===== src/hdl/lkvc_pkg.sv =====
// ----------------------------------------------------------------------------
// lkvc_pkg
// Shared sizes, codes and types for the LRU key-value cache.
// ----------------------------------------------------------------------------
package lkvc_pkg;

    localparam int ENTRIES = 16;
    localparam int IDX_W   = (ENTRIES > 1) ? $clog2(ENTRIES) : 1;
    localparam int CNT_W   = $clog2(ENTRIES + 1);
    localparam int CAP_W   = 5;
    localparam int EXT_W   = (CAP_W > CNT_W) ? CAP_W : CNT_W;
    localparam int DATA_W  = 32;

    localparam logic [CAP_W-1:0]  CAP_RESET  = CAP_W'(16);
    localparam logic [DATA_W-1:0] MISS_VALUE = '1;

    localparam logic OP_GET = 1'b0;
    localparam logic OP_PUT = 1'b1;

    typedef enum logic [2:0] {
        ST_IDLE,
        ST_SCAN,
        ST_SCAN_DRAIN,
        ST_DECIDE,
        ST_UPDATE,
        ST_UPDATE_DRAIN,
        ST_RESULT
    } t_state;

    // outcome of the lookup pass, fixed in the decide step
    typedef struct packed {
        logic              upd;
        logic [IDX_W-1:0]  tgt;
        logic [CNT_W-1:0]  thr;
        logic              wr_key;
        logic              wr_data;
        logic              set_valid;
        logic              inc_count;
        logic              hit;
        logic [DATA_W-1:0] rv;
        logic              ev;
        logic [DATA_W-1:0] evk;
    } t_decision;

    // control strobes from the sequencer
    typedef struct packed {
        logic in_ready;
        logic issue;
        logic scan_phase;
        logic upd_phase;
        logic decide;
        logic load_out;
    } t_ctrl;

endpackage


===== src/hdl/lru_key_value_cache.sv =====
// ----------------------------------------------------------------------------
// lru_key_value_cache
// Fully associative key-value cache with least-recently-used replacement.
// ----------------------------------------------------------------------------
// One word is taken at a time. A lookup pass walks the ENTRIES slots through
// one key comparator, one slot per cycle out of the key, data and rank
// memories; a second pass rewrites the ranks one slot per cycle. A get or put
// that touches an entry runs both passes before the next word is accepted; a
// get miss skips the rank pass. The sequential sweep of the rank memory sets
// this turnaround. The result sits in an output register, so the next word is
// taken while it waits.
// ----------------------------------------------------------------------------
module lru_key_value_cache (
    input  logic                          i_clk,
    input  logic                          i_rst_n,
    input  logic                          i_cfg_we,
    input  logic [lkvc_pkg::CAP_W-1:0]    i_cfg_data,
    input  logic                          i_in_valid,
    output logic                          o_in_ready,
    input  logic                          i_op,
    input  logic signed [lkvc_pkg::DATA_W-1:0] i_key,
    input  logic signed [lkvc_pkg::DATA_W-1:0] i_value,
    output logic                          o_out_valid,
    input  logic                          i_out_ready,
    output logic                          o_hit,
    output logic signed [lkvc_pkg::DATA_W-1:0] o_read_value,
    output logic                          o_evicted,
    output logic signed [lkvc_pkg::DATA_W-1:0] o_evicted_key
);

    localparam logic [lkvc_pkg::IDX_W-1:0] LAST_IDX = lkvc_pkg::IDX_W'(lkvc_pkg::ENTRIES - 1);

    lkvc_pkg::t_state r_state, n_state;
    lkvc_pkg::t_ctrl  ctrl;
    lkvc_pkg::t_decision dec;

    logic [lkvc_pkg::CAP_W-1:0]  r_cap;
    logic [lkvc_pkg::CNT_W-1:0]  r_count;
    logic [lkvc_pkg::ENTRIES-1:0] r_valid;

    logic [lkvc_pkg::DATA_W-1:0] mem_key  [lkvc_pkg::ENTRIES];
    logic [lkvc_pkg::DATA_W-1:0] mem_data [lkvc_pkg::ENTRIES];
    logic [lkvc_pkg::IDX_W-1:0]  mem_rank [lkvc_pkg::ENTRIES];

    // latched word
    logic                        r_op;
    logic [lkvc_pkg::DATA_W-1:0] r_key;
    logic [lkvc_pkg::DATA_W-1:0] r_value;

    // read pipeline
    logic [lkvc_pkg::IDX_W-1:0]  r_addr;
    logic                        r_pvld;
    logic [lkvc_pkg::IDX_W-1:0]  r_pidx;
    logic [lkvc_pkg::DATA_W-1:0] r_rd_key;
    logic [lkvc_pkg::DATA_W-1:0] r_rd_data;
    logic [lkvc_pkg::IDX_W-1:0]  r_rd_rank;

    // lookup pass results
    logic                        r_hit;
    logic [lkvc_pkg::IDX_W-1:0]  r_hit_idx;
    logic [lkvc_pkg::IDX_W-1:0]  r_hit_rank;
    logic [lkvc_pkg::DATA_W-1:0] r_hit_data;
    logic                        r_lru_found;
    logic [lkvc_pkg::IDX_W-1:0]  r_lru_idx;
    logic [lkvc_pkg::IDX_W-1:0]  r_lru_rank;
    logic [lkvc_pkg::DATA_W-1:0] r_lru_key;
    logic                        r_free_found;
    logic [lkvc_pkg::IDX_W-1:0]  r_free_idx;

    lkvc_pkg::t_decision r_dec;

    logic                        r_out_valid;
    logic                        r_o_hit;
    logic [lkvc_pkg::DATA_W-1:0] r_o_rv;
    logic                        r_o_ev;
    logic [lkvc_pkg::DATA_W-1:0] r_o_evk;

    logic [lkvc_pkg::EXT_W-1:0]  cap_x;
    logic [lkvc_pkg::EXT_W-1:0]  eff_cap;
    logic                        need_evict;
    logic                        p_valid;
    logic                        key_eq;
    logic                        in_acc;

    assign in_acc  = i_in_valid && ctrl.in_ready;
    assign p_valid = r_valid[r_pidx];
    assign key_eq  = (r_rd_key == r_key);

    // capacity zero acts as one, anything above ENTRIES saturates
    always_comb begin
        cap_x = lkvc_pkg::EXT_W'(r_cap);
        if (cap_x == '0) begin
            eff_cap = lkvc_pkg::EXT_W'(1);
        end else if (cap_x > lkvc_pkg::EXT_W'(lkvc_pkg::ENTRIES)) begin
            eff_cap = lkvc_pkg::EXT_W'(lkvc_pkg::ENTRIES);
        end else begin
            eff_cap = cap_x;
        end
        need_evict = (lkvc_pkg::EXT_W'(r_count) >= eff_cap);
    end

    // decide: target slot and rank threshold for the rank pass
    always_comb begin
        dec           = '0;
        dec.tgt       = r_hit_idx;
        dec.thr       = lkvc_pkg::CNT_W'(r_hit_rank);
        if (r_hit) begin
            dec.upd     = 1'b1;
            dec.hit     = 1'b1;
            dec.wr_data = (r_op == lkvc_pkg::OP_PUT);
            dec.rv      = (r_op == lkvc_pkg::OP_GET) ? r_hit_data : '0;
        end else if (r_op == lkvc_pkg::OP_GET) begin
            dec.rv = lkvc_pkg::MISS_VALUE;
        end else if (need_evict) begin
            // evicted slot is reused; count stays
            dec.upd       = 1'b1;
            dec.tgt       = r_lru_idx;
            dec.thr       = lkvc_pkg::CNT_W'(r_lru_rank);
            dec.wr_key    = 1'b1;
            dec.wr_data   = 1'b1;
            dec.set_valid = 1'b1;
            dec.ev        = 1'b1;
            dec.evk       = r_lru_key;
        end else begin
            // every valid entry ages by one
            dec.upd       = 1'b1;
            dec.tgt       = r_free_idx;
            dec.thr       = lkvc_pkg::CNT_W'(lkvc_pkg::ENTRIES);
            dec.wr_key    = 1'b1;
            dec.wr_data   = 1'b1;
            dec.set_valid = 1'b1;
            dec.inc_count = 1'b1;
        end
    end

    // next state
    always_comb begin
        n_state = r_state;
        unique case (r_state)
            lkvc_pkg::ST_IDLE: begin
                if (i_in_valid) begin
                    n_state = lkvc_pkg::ST_SCAN;
                end
            end
            lkvc_pkg::ST_SCAN: begin
                if (r_addr == LAST_IDX) begin
                    n_state = lkvc_pkg::ST_SCAN_DRAIN;
                end
            end
            lkvc_pkg::ST_SCAN_DRAIN: n_state = lkvc_pkg::ST_DECIDE;
            lkvc_pkg::ST_DECIDE: begin
                n_state = dec.upd ? lkvc_pkg::ST_UPDATE : lkvc_pkg::ST_RESULT;
            end
            lkvc_pkg::ST_UPDATE: begin
                if (r_addr == LAST_IDX) begin
                    n_state = lkvc_pkg::ST_UPDATE_DRAIN;
                end
            end
            lkvc_pkg::ST_UPDATE_DRAIN: n_state = lkvc_pkg::ST_RESULT;
            lkvc_pkg::ST_RESULT: begin
                if (!r_out_valid || i_out_ready) begin
                    n_state = lkvc_pkg::ST_IDLE;
                end
            end
            default: n_state = lkvc_pkg::ST_IDLE;
        endcase
    end

    // sequencer outputs
    always_comb begin
        ctrl = '0;
        unique case (r_state)
            lkvc_pkg::ST_IDLE:   ctrl.in_ready = 1'b1;
            lkvc_pkg::ST_SCAN: begin
                ctrl.issue      = 1'b1;
                ctrl.scan_phase = 1'b1;
            end
            lkvc_pkg::ST_SCAN_DRAIN: ctrl.scan_phase = 1'b1;
            lkvc_pkg::ST_DECIDE:     ctrl.decide     = 1'b1;
            lkvc_pkg::ST_UPDATE: begin
                ctrl.issue     = 1'b1;
                ctrl.upd_phase = 1'b1;
            end
            lkvc_pkg::ST_UPDATE_DRAIN: ctrl.upd_phase = 1'b1;
            lkvc_pkg::ST_RESULT: ctrl.load_out = !r_out_valid || i_out_ready;
            default: ctrl = '0;
        endcase
    end

    // control state
    always_ff @(posedge i_clk) begin
        if (!i_rst_n) begin
            r_state     <= lkvc_pkg::ST_IDLE;
            r_cap       <= lkvc_pkg::CAP_RESET;
            r_count     <= '0;
            r_valid     <= '0;
            r_pvld      <= 1'b0;
            r_out_valid <= 1'b0;
        end else begin
            r_state <= n_state;
            r_pvld  <= ctrl.issue;
            if (i_cfg_we) begin
                r_cap <= i_cfg_data;
            end
            if (ctrl.decide && dec.set_valid) begin
                r_valid[dec.tgt] <= 1'b1;
            end
            if (ctrl.decide && dec.inc_count) begin
                r_count <= r_count + lkvc_pkg::CNT_W'(1);
            end
            if (ctrl.load_out) begin
                r_out_valid <= 1'b1;
            end else if (i_out_ready) begin
                r_out_valid <= 1'b0;
            end
        end
    end

    // address counter and latched word
    always_ff @(posedge i_clk) begin
        if (in_acc) begin
            r_op    <= i_op;
            r_key   <= i_key;
            r_value <= i_value;
        end
        if (in_acc || ctrl.decide) begin
            r_addr <= '0;
        end else if (ctrl.issue) begin
            r_addr <= r_addr + lkvc_pkg::IDX_W'(1);
        end
        r_pidx <= r_addr;
        if (ctrl.decide) begin
            r_dec <= dec;
        end
    end

    // memories: one read and one write per cycle each
    always_ff @(posedge i_clk) begin
        r_rd_key  <= mem_key[r_addr];
        r_rd_data <= mem_data[r_addr];
        r_rd_rank <= mem_rank[r_addr];
        if (ctrl.decide && dec.wr_key) begin
            mem_key[dec.tgt] <= r_key;
        end
        if (ctrl.decide && dec.wr_data) begin
            mem_data[dec.tgt] <= r_value;
        end
        if (ctrl.upd_phase && r_pvld) begin
            if (r_pidx == r_dec.tgt) begin
                mem_rank[r_pidx] <= '0;
            end else if (p_valid &&
                         (lkvc_pkg::CNT_W'(r_rd_rank) < r_dec.thr)) begin
                mem_rank[r_pidx] <= r_rd_rank + lkvc_pkg::IDX_W'(1);
            end
        end
    end

    // lookup pass: key match, oldest valid entry, first free slot
    always_ff @(posedge i_clk) begin
        if (in_acc) begin
            r_hit        <= 1'b0;
            r_lru_found  <= 1'b0;
            r_free_found <= 1'b0;
        end else if (ctrl.scan_phase && r_pvld) begin
            if (p_valid && key_eq) begin
                r_hit      <= 1'b1;
                r_hit_idx  <= r_pidx;
                r_hit_rank <= r_rd_rank;
                r_hit_data <= r_rd_data;
            end
            if (p_valid && (!r_lru_found || (r_rd_rank > r_lru_rank))) begin
                r_lru_found <= 1'b1;
                r_lru_idx   <= r_pidx;
                r_lru_rank  <= r_rd_rank;
                r_lru_key   <= r_rd_key;
            end
            if (!p_valid && !r_free_found) begin
                r_free_found <= 1'b1;
                r_free_idx   <= r_pidx;
            end
        end
    end

    // output word
    always_ff @(posedge i_clk) begin
        if (ctrl.load_out) begin
            r_o_hit <= r_dec.hit;
            r_o_rv  <= r_dec.rv;
            r_o_ev  <= r_dec.ev;
            r_o_evk <= r_dec.evk;
        end
    end

    // a get miss never reaches the rank pass, so its word comes from dec
    // captured in the decide step like every other word
    assign o_in_ready    = ctrl.in_ready;
    assign o_out_valid   = r_out_valid;
    assign o_hit         = r_o_hit;
    assign o_read_value  = r_o_rv;
    assign o_evicted     = r_o_ev;
    assign o_evicted_key = r_o_evk;

    a_count_bound: assert property (@(posedge i_clk) disable iff (!i_rst_n)
        r_count <= lkvc_pkg::CNT_W'(lkvc_pkg::ENTRIES))
        else $error("valid count above entry count");

    a_count_matches: assert property (@(posedge i_clk) disable iff (!i_rst_n)
        (r_state == lkvc_pkg::ST_IDLE) |-> ($countones(r_valid) == 32'(r_count)))
        else $error("valid count out of step with valid bits");

    a_free_slot: assert property (@(posedge i_clk) disable iff (!i_rst_n)
        (ctrl.decide && dec.inc_count) |-> r_free_found)
        else $error("insert without a free slot");

    a_evict_src: assert property (@(posedge i_clk) disable iff (!i_rst_n)
        (ctrl.decide && dec.ev) |-> r_lru_found)
        else $error("eviction without a valid entry");

endmodule

===== config.mk =====
export PLATFORM = sky130hd
export DESIGN_NAME = lru_key_value_cache
export DESIGN_NICKNAME = d
export VERILOG_FILES = /design/src/hdl/lkvc_pkg.sv /design/src/hdl/lru_key_value_cache.sv
export SDC_FILE = /design/constraint.sdc
export NUM_CORES = 1
export LEC_CHECK = 0
export ABC_AREA = 1
export BUFFER_PORTS_ARGS = -buffer_cell sky130_fd_sc_hd__buf_2
export CORE_ASPECT_RATIO = 1.25
export CORE_MARGIN = 2
export CORE_UTILIZATION = 56
export DETAILED_ROUTE_END_ITERATION = 6
export MAX_ROUTING_LAYER = met4
export PLACE_DENSITY = 0.77
export SLEW_MARGIN = 20
export SYNTH_ARGS = -nofsm -noshare
export SYNTH_HDL_FRONTEND = slang
export SYNTH_SLANG_ARGS = --single-unit

===== constraint.sdc =====
create_clock -name i_clk -period 5.5 [get_ports i_clk]
set_clock_uncertainty 0.1 [all_clocks]
set_input_delay 0.825 -clock i_clk [delete_from_list [all_inputs] [get_ports i_clk]]
set_output_delay 0.825 -clock i_clk [all_outputs]
set_load 0.03 [all_outputs]

==> results.md <==
* # hold bufs at CTS at 0
* Dpl cell area at 57600 sq um
* Final worst slack at 1.25 ns
* Drt pass-1 iters at 6
* Hold_sp: i_value[7]
* Non-Filler Instances at 5466
* Row cnt at 129
* Share of cells above drive strength 1 at 11.8%
* Die area at 102000 sq um
* Worst r2r dst: mem_key[7][13]
* Sequential area share after synthesis at 78.6%
* Register bit count reported by yosys at 1488
* Nets at 4125
* Clock share of power at 35.0%
* 1st-iter DRT viols at 3814
* Routed len/inst at 23.4 um
* CP endpoint kind: register
* Post-CTS setup buffers at 0
* Min-Delay Path Class: in -> reg
* RSZ-0062 raised after global routing: false
* Vias in the first global route at 32900
* Switching Fraction at 28.4%
* Synthesized instance count at 3918
* Post-synth EDFFs at 1378
* Fillers at 6747
* Pwr/cell area at 451 nW/um^2
* Hold slack at 0.127 ns
* Final ANT Viol Nets at 0
* WS Path Type: reg -> reg
* MaxCap Viol Count at 0
* Crit path arrival time at 4.64 ns
* Post-synthesis area per instance at 14.2 sq um
* WP data required at 5.89 ns
* CTS tree: yes
* Avg Vias per Cell at 6.05
* I/O pins at 143
* CTS Sinks at 1488
* Crit path time final at 4.25 ns
* Routed wire length at 128000 um
* Largest net degree at the start of global routing at 212
* Sequential share of power at 49.0%
* Internal power at 20.2 mW
* Slew @ Worst Pin at 1.24 ns
* Final Wtd Congestion at 0.843
* Design Area, Final at 62500 sq um
* GRT Resource Usage Total at 25.8%
* Count of final hold-check violations at 0
* Synth cell types at 41
* Startpoint types: register
* CTS Root Cell: clkbuf_16
* Synthesized Nets at 4008
* Total grt overflow at 0
* R2R depth at 14
* Primary FF master, synth: edfxtp_1
* Post-DP HPWL at 69700 um
* # H-tree levels at 4
* Crit path cell chain: or4_1 -> nand2_1 -> nand2_1 -> ha_1 -> nand2_2 -> nor2_2 -> nand2_2 -> nand4_1 -> inv_1 -> nor2_1 -> nor2_4 -> nand3_1 -> clkinv_1 -> buf_4
* CP top delay family: simple AND/OR/NAND/NOR gates
* Worst slack, placed at 1.33 ns
* Final Setup Violations at 0
* P_leak at 20.6 nW
* Final design utilization at 63.4%
* Top post-synthesis cells by area: edfxtp_1 (75%), o21ai_0 (5.2%), nor2_1 (4.4%)
* Critical path launch point: cap_x[0]
* Final period utilization at 77.3%
* Die X at 286 um
* IO buf count at 142
* Skew-Pair Late Insertion Delay at 0.78 ns
* Setup TNS at 0 ns
* Critical path buffer and inverter count at 3
* Design Power at 28.2 mW
* Area of the core at 98600 sq um
* Yosys warns at 0
* Top-area cell type share of the netlist area at 74.6%
* Total CTS buffers at 141
* Longest Clk Path Bufs at 3
* Worst rel slew slack at 17.3%
* Fmax at 235 MHz
* Area Growth Syn to Fin at 12.7%
* First-pass GRT wire length at 192000 um
* R2r setup slk at 1.25 ns
* Peak supply drop at 361 uV
* Outcome: completed
* Crit Path Max Fanout at 18
* Via count at 33100
* Detailed-route DRC error count at 0
* Pins over their slew limit at 0
* Post-cts sizing count at 0
* Netlist Area Pre-Place at 55500 sq um
* Worst path max stage delay at 0.83 ns
* Reg clk slew, reported paths at 0.06 ns
* Worst r2r src: cap_x[0]
* Hold path endpoint: r_value[7]
* Dpl cells at 5196
* Die Y at 356 um
* Hold Crit Depth at 1
* Comb power frac at 16.0%
* Switch Pwr at 8.01 mW
* Slowest CP cell: clkinv_1
* Area leader, netlist: edfxtp_1
* Starting density of the core at 56.3%
* Async S/R FF share, synth at 0%
* Antenna violations before repair at 2
## layout make-up
class | instances | area (sq um) | area share, %
Timing Repair Buffer | 204 | 1380 | 2.21
Tap cell | 1310 | 1640 | 2.62
Multi-Input combinational cell | 2057 | 10500 | 16.9
Inverter | 143 | 556 | 0.889
Clock inverter | 73 | 807 | 1.29
Sequential cell | 1488 | 43600 | 69.8
Antenna cell | 2 | 5.00 | 0.00801
Clock buffer | 189 | 3970 | 6.34
## cell usage in the layout, fill, tap and decap left out, types with 107 or more instances in the layout
master / netlist / layout
buf_2: 43 / 142
clkbuf_16: 0 / 146
dfxtp_1: 110 / 107
edfxtp_1: 1378 / 1378
inv_1: 133 / 113
nand2_1: 220 / 220
nand3_1: 130 / 130
nor2_1: 649 / 639
o21ai_0: 575 / 575
o22ai_1: 172 / 172
## worst reg2reg max path, stage by stage (launching register included)
cell and delay (ns):
dfxtp_1 0.32, or4_1 0.54, nand2_1 0.11, nand2_1 0.07, ha_1 0.29, nand2_2 0.06, nor2_2 0.12, nand2_2 0.11
nand4_1 0.20, inv_1 0.07, nor2_1 0.35, nor2_4 0.11, nand3_1 0.12, clkinv_1 0.83, buf_4 0.57
## sequential cells by signal, indices dropped and copies added, names as in the netlist, 5 cells and up
name and flops:
r_dec 75, o_read_value 32, r_key 32, r_count 5, mem_key 512, r_lru_key 32, r_rd_key 32, r_hit_data 32
cap_x 5, o_evicted_key 32, r_valid 16, mem_rank 64, r_rd_data 32, r_value 32, mem_data 512
## logic make-up after synthesis
family                   after synthesis  share of synthesized area (%)
AO/OA/AOI/OAI                        953                           10.0
flip-flops                          1488                           78.6
buffers and inverters                373                           2.65
adder cells (fa/ha/maj)               15                          0.338
XOR/XNOR                              30                          0.474
AND/OR/NAND/NOR                     1059                           7.94
## cell usage after synthesis (2+ instances only)
master       n
edfxtp_1  1378
nor2_1     649
o21ai_0    575
nand2_1    220
clkbuf_1   173
o22ai_1    172
inv_1      133
nand3_1    130
dfxtp_1    110
o221ai_1   104
buf_2       43
o211ai_1    33
o21a_1      32
a21oi_1     28
xnor2_1     24
ha_1        15
buf_1       10
inv_2       10
nor4_1      10
nand4_1      8
nand2_2      6
nor2_4       6
nor3_1       6
xor2_1       6
or2_2        5
a21oi_2      3
nand2_4      3
nand3_2      3
nand3_4      3
nor2_2       3
nor3b_1      3
a211oi_1     2
buf_4        2
nor2_8       2
o21bai_1     2
## worst max-delay path by stage
stage / cells past startpoint / slack (ns) / to
3_3_place_gp: 16 / 1.25 / mem_key[13][29]
3_5_place_dp: 15 / 1.33 / mem_key[7][13]
2_1_floorplan: 6 / -0.61 / mem_data[13][0]
5_1_grt: 14 / 1.03 / mem_key[7][4]
6_report: 14 / 1.25 / mem_key[7][13]
4_1_cts: 15 / 1.33 / mem_key[7][4]
## power by group through the flow
stage / Sequential, mW / Clock, mW / Combinational (mW)
after global routing: 13.9 / 10.4 / 4.95
after global placement: 14.0 / 0 / 4.24
final: 13.8 / 9.87 / 4.51
after detailed placement: 14.1 / 0 / 4.40
after CTS: 13.8 / 9.96 / 4.46
after floorplan: 13.7 / 0 / 3.23
## routing by layer
layer / vias to the layer above / GRT usage [%] / routed length (um)
li1: 14800 / - / -
met1: 16300 / 30.6 / 46700
met2: 1694 / 42.9 / 64900
met3: 353 / 3.76 / 9440
met4: 0 / 14.2 / 6960
met5: - / - / 0
Power figures use the tool's default switching activity.
